==> config.mk <==
export PLATFORM = sky130hd
export DESIGN_NAME = uart16_rxq
export DESIGN_NICKNAME = d
export VERILOG_FILES = /design/src/sv/uart16_pkg.sv /design/src/sv/uart16_rxq.sv
export SDC_FILE = /design/constraint.sdc
export NUM_CORES = 1
export LEC_CHECK = 0
export BUFFER_PORTS_ARGS = -buffer_cell sky130_fd_sc_hd__buf_2
export CAP_MARGIN = 5
export CORE_UTILIZATION = 45
export CTS_CLUSTER_SIZE = 24
export DETAILED_ROUTE_END_ITERATION = 12
export MAX_ROUTING_LAYER = met4
export PLACE_DENSITY = 0.7
export SLEW_MARGIN = 20
export SYNTH_ARGS = -nofsm -noshare
export SYNTH_HDL_FRONTEND = slang
export SYNTH_SLANG_ARGS = --single-unit
==> constraint.sdc <==
create_clock -name clock -period 1.65 [get_ports clock]
set_input_delay 0 -clock clock [delete_from_list [all_inputs] [get_ports clock]]
set_output_delay 0 -clock clock [all_outputs]
set_load 0.02 [all_outputs]
==> src/sv/uart16_pkg.sv <==
// Shared types, register codes and helper functions for the 16550-style UART register block.
// No dependencies; used by every module of the block.
package uart16_pkg;

   // Receive FIFO geometry (a power of two, so wrap-around is a mask).
   localparam int RX_FIFO_DEPTH = 16;
   localparam int RX_PTR_W      = $clog2(RX_FIFO_DEPTH);
   localparam int RX_CNT_W      = $clog2(RX_FIFO_DEPTH + 1);

   // Divisor used in the timeout reload when the latch holds zero.
   localparam int BAUD_BASE         = 115200;
   localparam int ZERO_DIVISOR_BAUD = 3500;
   localparam logic [15:0] ZERO_DIVISOR = 16'(BAUD_BASE / ZERO_DIVISOR_BAUD);

   localparam int TIMEOUT_W = 22;

   typedef logic [RX_PTR_W-1:0] rx_ptr_type;
   typedef logic [RX_CNT_W-1:0] rx_cnt_type;

   // Item functions.
   localparam logic [1:0] FUNC_READ  = 2'd0;
   localparam logic [1:0] FUNC_WRITE = 2'd1;
   localparam logic [1:0] FUNC_RXB   = 2'd2;
   localparam logic [1:0] FUNC_TICK  = 2'd3;

   // Register offsets.
   localparam logic [2:0] OFF_RBR = 3'd0;
   localparam logic [2:0] OFF_IER = 3'd1;
   localparam logic [2:0] OFF_IIR = 3'd2;
   localparam logic [2:0] OFF_LCR = 3'd3;
   localparam logic [2:0] OFF_MCR = 3'd4;
   localparam logic [2:0] OFF_LSR = 3'd5;
   localparam logic [2:0] OFF_MSR = 3'd6;
   localparam logic [2:0] OFF_SCR = 3'd7;

   // Interrupt identification codes.
   localparam logic [3:0] IID_MODEM   = 4'h0;
   localparam logic [3:0] IID_NONE    = 4'h1;
   localparam logic [3:0] IID_THRE    = 4'h2;
   localparam logic [3:0] IID_RXDATA  = 4'h4;
   localparam logic [3:0] IID_LINE    = 4'h6;
   localparam logic [3:0] IID_TIMEOUT = 4'hC;

   localparam logic [7:0] FCR_MASK = 8'hC9;

   // Prioritised interrupt identification; the upper nibble is kept.
   function automatic logic [7:0] irq_ident(
      input logic [7:0] iir,
      input logic [3:0] ier,
      input logic [7:0] lsr,
      input logic       tmo_pend,
      input logic       fifo_on,
      input rx_cnt_type cnt,
      input logic [3:0] trig,
      input logic       thr_pend,
      input logic [7:0] msr
   );
      logic [3:0] id;
      id = IID_NONE;
      if (ier[2] && (|lsr[4:1])) begin
         id = IID_LINE;
      end else if (ier[0] && tmo_pend) begin
         id = IID_TIMEOUT;
      end else if (ier[0] && lsr[0] && (!fifo_on || cnt >= rx_cnt_type'(trig))) begin
         id = IID_RXDATA;
      end else if (ier[1] && thr_pend) begin
         id = IID_THRE;
      end else if (ier[3] && (|msr[3:0])) begin
         id = IID_MODEM;
      end
      return {iir[7:4], id};
   endfunction

   // Timeout reload: four frames of divisor ticks.
   function automatic logic [TIMEOUT_W-1:0] timeout_reload(
      input logic [7:0]  lcr,
      input logic [15:0] dl
   );
      logic [3:0]  bits;
      logic [15:0] div;
      logic [19:0] prod;
      bits = 4'd6 + {3'd0, lcr[3]} + {2'd0, lcr[1:0]} + (lcr[2] ? 4'd2 : 4'd1);
      div  = (dl == 16'd0) ? ZERO_DIVISOR : dl;
      prod = 20'(bits) * 20'(div);
      return {prod, 2'b00};
   endfunction

   // Receive trigger level from FCR bits 7:6.
   function automatic logic [3:0] trigger_level(input logic [1:0] sel);
      logic [3:0] lvl;
      case (sel)
         2'd0:    lvl = 4'd1;
         2'd1:    lvl = 4'd4;
         2'd2:    lvl = 4'd8;
         default: lvl = 4'd14;
      endcase
      return lvl;
   endfunction

endpackage

==> src/sv/uart16_rxq.sv <==
// Receive FIFO storage: one write port and one registered read port at the next head pointer.
// Depends on uart16_pkg for the FIFO geometry.
module uart16_rxq
   import uart16_pkg::*;
(
   input  logic       clock,
   input  logic       wr_en,
   input  rx_ptr_type wr_addr,
   input  logic [7:0] wr_data,
   input  rx_ptr_type rd_addr,
   output logic [7:0] rd_data
);

   logic [7:0] store_ff [RX_FIFO_DEPTH];
   logic [7:0] rd_data_ff;

   // Byte storage; contents are only read once written.
   always_ff @(posedge clock) begin
      if (wr_en) begin
         store_ff[wr_addr] <= wr_data;
      end
   end

   // Registered read of the entry that will be at the head; a byte written there in the
   // same cycle is passed straight through.
   always_ff @(posedge clock) begin
      if (wr_en && (wr_addr == rd_addr)) begin
         rd_data_ff <= wr_data;
      end else begin
         rd_data_ff <= store_ff[rd_addr];
      end
   end

   assign rd_data = rd_data_ff;

endmodule

==> results of run 1 <==
synth_stat cells (2+ instances only):
master and instances:
edfxtp_1 128, mux4_2 18, a22oi_1 16, mux4_1 14, nor2_1 13, nand2_1 9
dfxtp_1 4, nor3_1 4, buf_2 3, buf_6 3, clkdlybuf4s25_2 3, nand2b_1 2
nand3b_1 2
timing repair:
action | CTS | global route
gates resized for setup | 11 | 16
setup endpoints to repair | 8 | 8
hold buffers | 12 | 0
pin swaps | 1 | 7
endpoints found under the hold margin | 132 | 0
setup buffers | 2 | 1
cloned | 0 | 2
path summary, 6_finish.rpt:
path / start / endpoint / slack (ns) / cells past startpoint
setup / recovery: flop / rd_data[4] / -0.44 / 5
hold / removal: wr_addr[3] / store_ff[1][1]$_DFFE_PP_ / 0.03 / 3
layer usage:
layer | vias to the layer above | GRT usage (%) | wire [um]
met1 | 1264 | 23.3 | 4270
met2 | 106 | 31.4 | 5230
met5 | - | - | 0
met3 | 16 | 4.76 | 515
li1 | 1094 | - | -
met4 | 0 | 7.14 | 198
logic make-up (layout without fill, tap and decap cells):
group / Yosys count / after routing / synth area share [%]
and+or+nand+nor: 35 / 35 / 3.23
muxes: 32 / 32 / 15.3
DFF: 132 / 132 / 77.4
AOI/OAI and AO/OA: 16 / 16 / 2.37
buffers and inverters: 10 / 94 / 1.70
power by group:
group          total (mW)  leakage, nW  switching, mW  internal (mW)
Sequential           3.77         1.19         0.0248           3.75
Combinational       0.455        0.650          0.244          0.211
Clock                3.94        0.300           1.34           2.60
layout make-up:
| type | instances | area [um2] |
|---|---|---|
| fillers | 761 | 4560 |
| clock inverters | 14 | 209 |
| well taps | 140 | 175 |
| clock buffers | 18 | 418 |
| repair buffers | 62 | 518 |
| flip-flops and latches | 132 | 3930 |
| multi-input cells | 83 | 1080 |
cells in the final DEF (no fill, tap or decap), types with 2 or more instances in the layout:
cell	n
a22oi_1	5
a22oi_2	11
buf_12	3
buf_2	23
buf_4	20
buf_6	2
bufinv_16	5
clkbuf_16	18
clkinv_1	2
clkinv_2	2
clkinv_4	2
clkinvlp_4	2
dfxtp_1	3
dlygate4sd3_1	12
edfxtp_1	128
mux4_1	5
mux4_2	27
nand2_1	9
nand2b_1	2
nand3b_1	2
nor2_1	12
nor3_1	4
critical path: stages (launching register included):
cell and delay [ns]:
dfxtp_4 0.44, buf_6 0.15, mux4_2 0.51, a22oi_2 0.25, nand2_1 0.08, buf_2 0.16
metrics by stage:
step	setup slack, ns	area, um2	instances
final	-0.441	6330	449
after global routing	-0.542	6330	449
after CTS	-0.452	6250	446
after detailed placement	0.0502	5470	400
after global placement	0.0458	5470	400
after floorplan	0.157	5070	225
==> results.sh, run 1 <==
export IMPL_root_buffer="clkbuf_8"
export IMPL_design_final_nets=314
export IMPL_port_buffers=25
export IMPL_postSynthCellCount=225
export IMPL_detail_route_antenna_nets=0
export IMPL_period_share_pct=127
export IMPL_via_count=2480
export IMPL_grt_usage_pct=19.2
export IMPL_synth_top_area_share_pct=75.9
export IMPL_antenna_found_initial=0
export IMPL_tns_ns=-3.36
export IMPL_cp_data_arrival_time_ns=2.09
export IMPL_fin_ws_ns=-0.441
export IMPL_postSynth_asyncResetShare_pct=0
export IMPL_dpl_hpwl_mm=6.01
export IMPL_ios=26
export IMPL_relSlewSlack_pct=55.8
export IMPL_hold_path_class="in -> reg"
export IMPL_synth_area_top_cells="edfxtp_1 76%, mux4_2 8.0%, mux4_1 7.3%"
export IMPL_setup_violations=8
export IMPL_overflow=0
export IMPL_grt_max_degree=33
export IMPL_finalCriticalPeriod_ns=2.09
export IMPL_core_area_mm2=0.0109
export IMPL_fmax_ghz=0.478
export IMPL_avgSynthCellArea_um2=22.5
export IMPL_die_area_mm2=0.0117
export IMPL_synth_edf_count=128
export IMPL_drt_first_pass_iters=4
export IMPL_cts_path_max_buffers=2
export IMPL_die_w_um=108
export IMPL_first_global_vias=2590
export IMPL_wl_per_cell_um=22.7
export IMPL_hold_ws_ns=0.0340
export IMPL_synth_ff_type="edfxtp_1"
export IMPL_required_ns=1.65
export IMPL_synth_warnings=0
export IMPL_gp_congestion=0.712
export IMPL_cts_clk_slew_worst_paths_ns=0.06
export IMPL_drive_gt1_share_pct=39.2
export IMPL_largest_reg_flops=128
export IMPL_route_detailed_drc=0
export IMPL_cts_sinks=132
export IMPL_violations="negative setup slack"
export IMPL_p_leak_nw=2.14
export IMPL_grt_pass1_wl_mm=14.8
export IMPL_wl_mm=10.2
export IMPL_vdd_drop_max_uv=656
export IMPL_fp_row_count=38
export IMPL_critPathKind="reg -> out"
export IMPL_cts_tree="built"
export IMPL_drt_initial_drc_count=182
export IMPL_rsz0062_at_grt="yes"
export IMPL_synth_seq_cells=132
export IMPL_yosys_area_top_type="edfxtp_1"
export IMPL_reg_top3="store_ff: 128 flops"
export IMPL_worstMarginPinSlew_ns=0.662
export IMPL_finalHoldViolations=0
export IMPL_synth_distinct_cells=19
export IMPL_p_per_area_mw_per_mm2=1290
export IMPL_numCtsBuffers=17
export IMPL_diodes=0
export IMPL_critPathMaxFanout=5
export IMPL_worstSetupStartpointType="flop"
export IMPL_cap_violations=0
export IMPL_ys_seq_area_share_pct=77.4
export IMPL_htree_levels=4
export IMPL_total_power_mw=8.16
export IMPL_regMostFlops="store_ff"
export IMPL_die_y_um=108
export IMPL_synthesis_area_mm2=0.00507
export IMPL_vias_per_cell=5.52
export IMPL_initial_core_util_pct=46.5
export IMPL_synthToLayoutAreaGrowth_pct=24.9
export IMPL_post_route_util_pct=58.1
export IMPL_drv_slew=0
export IMPL_endpoint_kind="primary output"
export IMPL_synthesis_nets=243
export IMPL_status="finished, violations left"
No activity file was read; power rests on OpenSTA's default activity.
==> run 2, diff against run 1 <==
--- a/config.mk
+++ b/config.mk
@@ -12,6 +12,7 @@
 export DETAILED_ROUTE_END_ITERATION = 12
 export MAX_ROUTING_LAYER = met4
 export PLACE_DENSITY = 0.7
+export RECOVER_POWER = 100
 export SLEW_MARGIN = 20
 export SYNTH_ARGS = -nofsm -noshare
 export SYNTH_HDL_FRONTEND = slang
==> results.sh, run 2 (same netlist as run 1, synthesis figures left out) <==
export IMPL_status="finished, violations left"
export IMPL_violations="negative setup slack"
export IMPL_wl_per_cell_um=22.6
export IMPL_fmax_ghz=0.477
export IMPL_period_share_pct=127
export IMPL_setup_violations=8
export IMPL_critPathKind="reg -> out"
export IMPL_dpl_hpwl_mm=6.01
export IMPL_seq_power_share_pct=46.3
export IMPL_layout_commonest_cell="edfxtp_1"
export IMPL_finalHoldViolations=0
export IMPL_p_sw_mw=1.60
export IMPL_first_global_vias=2590
export IMPL_numCtsBuffers=17
export IMPL_htree_levels=4
export IMPL_cts_sinks=132
export IMPL_antenna_found_initial=0
export IMPL_drt_first_pass_iters=5
export IMPL_p_int_mw=6.55
export IMPL_cts_tree="built"
export IMPL_drt_met1_wl_mm=4.24
export IMPL_route_detailed_drc=0
export IMPL_finalCriticalPeriod_ns=2.10
export IMPL_die_w_um=108
export IMPL_initial_core_util_pct=46.5
export IMPL_hold_path_class="in -> reg"
export IMPL_endpoint_kind="primary output"
export IMPL_synthToLayoutAreaGrowth_pct=23.5
export IMPL_vdd_drop_max_uv=656
export IMPL_drt_initial_drc_count=161
export IMPL_switching_share_pct=19.7
export IMPL_p_per_area_mw_per_mm2=1300
export IMPL_drive_gt1_share_pct=30.1
export IMPL_grt_max_degree=33
export IMPL_worstSetupStartpointType="flop"
export IMPL_combinationalPowerShare_pct=5.5
export IMPL_cp_data_arrival_time_ns=2.10
export IMPL_grt_pass1_wl_mm=14.8
export IMPL_worstMarginPinSlew_ns=0.699
export IMPL_critPathMaxFanout=5
export IMPL_grt_usage_pct=19.2
export IMPL_diodes=0
export IMPL_die_y_um=108
export IMPL_p_leak_nw=2.04
export IMPL_via_count=2494
export IMPL_dp_cells=400
export IMPL_vias_per_cell=5.55
export IMPL_die_area_mm2=0.0117
export IMPL_design_final_nets=314
export IMPL_drv_slew=0
export IMPL_hold_ws_ns=0.0795
export IMPL_overflow=0
export IMPL_p_clk_share_pct=48.2
export IMPL_mostFrequentLayoutCells="128 x edfxtp_1, 29 x clkbuf_1, 27 x mux4_2"
export IMPL_required_ns=1.65
export IMPL_port_buffers=25
export IMPL_rsz0062_at_grt="yes"
export IMPL_fin_ws_ns=-0.446
export IMPL_largest_reg_flops=128
export IMPL_gp_congestion=0.712
export IMPL_cap_violations=0
export IMPL_regMostFlops="store_ff"
export IMPL_reg_top3="store_ff: 128 flops"
export IMPL_dr_wl_met2_mm=5.25
export IMPL_cts_path_max_buffers=2
export IMPL_routed_wl_met3_um=513
export IMPL_wl_mm=10.2
export IMPL_cts_clk_slew_worst_paths_ns=0.06
export IMPL_maxUsedRoutingLayer="met4"
export IMPL_fp_row_count=38
export IMPL_relSlewSlack_pct=53.4
export IMPL_root_buffer="clkbuf_8"
export IMPL_core_area_mm2=0.0109
export IMPL_fin_cells=449
export IMPL_ios=26
export IMPL_detail_route_antenna_nets=0
-- run 2: area by class of cell --
class,instances,area [um2]
Timing Repair Buffer,62,443
Clock buffer,18,418
Clock inverter,14,209
Tap cell,140,175
Sequential cell,132,3930
Multi-Input combinational cell,83,1080
Fill cell,781,4630
-- run 2: path summary, 6_finish.rpt --
path,start,end,slack (ns),depth (start not counted)
worst min-delay path,wr_addr[1],store_ff[3][2]$_DFFE_PP_,0.08,3
worst max-delay path,flop,rd_data[4],-0.45,5
-- run 2: critical path: stages, from the launching register on --
cell	delay (ns)
dfxtp_4	0.44
buf_6	0.15
mux4_2	0.51
a22oi_2	0.26
nand2_1	0.08
buf_2	0.16
-- run 2: metrics by stage --
| step | setup slack (ns) | TNS, ns | cell area [um2] | power [mW] | util (%) |
|---|---|---|---|---|---|
| floorplan | 0.157 | 0 | 5070 | 4.06 | - |
| global placement | 0.0458 | 0 | 5470 | 4.21 | 50.2 |
| detailed placement | 0.0502 | 0 | 5470 | 4.22 | 50.2 |
| CTS | -0.452 | -3.46 | 6250 | 8.16 | 57.4 |
| global route | -0.542 | -4.06 | 6260 | 8.38 | 57.5 |
| finish | -0.446 | -3.35 | 6260 | 8.15 | 57.5 |
-- run 2: timing repair --
item | in CTS | in global routing
gates resized for setup | 11 | 16
setup endpoints to repair | 8 | 8
hold buffers | 12 | 0
pin swaps | 1 | 7
hold endpoints to repair | 132 | 0
setup buffers | 2 | 1
gates cloned | 0 | 2
-- run 2: per-layer routing --
metal	GRT usage (%)	vias to the layer above
li1	-	1096
met1	23.3	1293
met2	31.4	95
met3	4.76	10
met4	7.14	0
met5	-	-
-- run 2: power by group through the flow --
stage | Sequential [mW] | Combinational [mW] | Clock, mW
3_5_place_dp | 3.84 | 0.386 | 0
6_report | 3.77 | 0.445 | 3.93
3_3_place_gp | 3.83 | 0.378 | 0
5_1_grt | 3.78 | 0.476 | 4.12
4_1_cts | 3.77 | 0.425 | 3.96
2_1_floorplan | 3.83 | 0.228 | 0
==> run 3, diff against run 2 <==
==> constraint.sdc (replaced) <==
create_clock -name clock -period 2.5 [get_ports clock]
set_input_delay 0 -clock clock [delete_from_list [all_inputs] [get_ports clock]]
set_output_delay 0 -clock clock [all_outputs]
set_load 0.02 [all_outputs]
==> results.sh, run 3 (same netlist as run 1, synthesis figures left out) <==
export IMPL_status="finished, final reports clean"
export IMPL_numCtsBuffers=17
export IMPL_relSlewSlack_pct=38.8
export IMPL_grt_pass1_wl_mm=14.8
export IMPL_synthToLayoutAreaGrowth_pct=18.7
export IMPL_drive_gt1_share_pct=20.5
export IMPL_cts_setup_buffers=0
export IMPL_endpoint_kind="primary output"
export IMPL_diodes=0
export IMPL_cts_resized=0
export IMPL_setup_violations=0
export IMPL_finalCriticalPeriod_ns=2.24
export IMPL_period_share_pct=89.4
export IMPL_root_buffer="clkbuf_8"
export IMPL_critical_path_top_delay_family="multiplexers"
export IMPL_antenna_found_initial=0
export IMPL_route_detailed_drc=0
export IMPL_p_leak_nw=1.95
export IMPL_wl_per_cell_um=21.5
export IMPL_port_buffers=25
export IMPL_total_power_mw=5.02
export IMPL_worstMarginPinSlew_ns=0.915
export IMPL_gp_congestion=0.707
export IMPL_critPathKind="reg -> out"
export IMPL_drv_slew=0
export IMPL_die_area_mm2=0.0117
export IMPL_n_fill_cell=813
export IMPL_worstSetupStartpointType="flop"
export IMPL_cts_clk_slew_worst_paths_ns=0.06
export IMPL_slowest_delay_ns=0.59
export IMPL_finalHoldViolations=0
export IMPL_post_route_util_pct=55.2
export IMPL_ios=26
export IMPL_cap_violations=0
export IMPL_largest_reg_flops=128
export IMPL_grt_max_degree=33
export IMPL_fmax_ghz=0.447
export IMPL_mostFrequentLayoutCells="128 x edfxtp_1, 30 x clkbuf_1, 18 x mux4_2"
export IMPL_vias_per_cell=5.66
export IMPL_wl_mm=9.41
export IMPL_required_ns=2.50
export IMPL_core_area_mm2=0.0109
export IMPL_tns_ns=0
export IMPL_hold_path_class="in -> reg"
export IMPL_fp_row_count=38
export IMPL_regMostFlops="store_ff"
export IMPL_cp_num_buf_inv=2
export IMPL_crit_chain="buf_12 > mux4_1 > a22oi_1 > nand2_1 > clkbuf_1"
export IMPL_cts_path_max_buffers=2
export IMPL_via_count=2480
export IMPL_dpl_hpwl_mm=5.94
export IMPL_die_y_um=108
export IMPL_htree_levels=4
export IMPL_cts_tree="built"
export IMPL_initial_core_util_pct=46.5
export IMPL_design_final_nets=303
export IMPL_reg_top3="store_ff: 128 flops"
export IMPL_overflow=0
export IMPL_layout_commonest_cell="edfxtp_1"
export IMPL_multi_input_area_mm2=0.00106
export IMPL_cp_data_arrival_time_ns=2.24
export IMPL_first_global_vias=2588
export IMPL_cts_hold_buf=12
export IMPL_layout_area_seq_mm2=0.00393
export IMPL_detail_route_antenna_nets=0
export IMPL_critPathMaxFanout=32
export IMPL_drt_initial_drc_count=189
export IMPL_grt_usage_pct=19.0
export IMPL_vdd_drop_max_uv=483
export IMPL_p_per_area_mw_per_mm2=835
export IMPL_drt_first_pass_iters=4
export IMPL_cts_sinks=132
export IMPL_die_w_um=108
export IMPL_rsz0062_at_grt="no"
export IMPL_slowest_stage="mux4_1"
[run 3: cell count changes in the layout (fill, tap and decap cells not counted), sizes merged]
cell,previous run,this run
buf,20,10
bufinv,5,2
clkinvlp,2,5
clkbuf,48,47
clkinv,6,7
inv,1,0
[run 3: area by class of cell]
class | count | share of cell area [%]
timing repair buffer | 51 | 4.97
clock buffer | 18 | 6.95
tap | 140 | 2.91
sequential | 132 | 65.3
multi-input combinational | 83 | 17.6
clock inverter | 14 | 2.33
[run 3: through the flow]
step / cell area, um2 / hold slack, ns / setup WS (ns) / cells
2_1_floorplan: 5070 / 0.0277 / 1.01 / 225
3_5_place_dp: 5400 / 0.109 / 0.817 / 394
5_1_grt: 6010 / 0.115 / 0.103 / 438
3_3_place_gp: 5400 / 0.105 / 0.796 / 394
4_1_cts: 6080 / 0.0270 / 0.248 / 438
6_report: 6010 / 0.0974 / 0.265 / 438
[run 3: routing by layer]
layer / track usage [%] / vias up / routed length [um]
met5: - / - / 0
met4: 9.00 / 0 / 223
met3: 4.70 / 21 / 596
met2: 29.2 / 101 / 4700
met1: 23.7 / 1274 / 3880
li1: - / 1084 / -
[run 3: report_power, final]
part / leakage [nW] / internal [mW] / switching (mW) / total [mW]
sequential: 1.19 / 2.48 / 0.0120 / 2.49
clock: 0.262 / 1.41 / 0.881 / 2.29
combinational: 0.501 / 0.102 / 0.147 / 0.249
total: 1.95 / 3.98 / 1.04 / 5.02
[run 3: final timing paths]
check / endpoint / cells past startpoint / start / slack, ns
max: rd_data[3] / 5 / flop / 0.26
min: store_ff[3][2]$_DFFE_PP_ / 3 / wr_addr[1] / 0.1
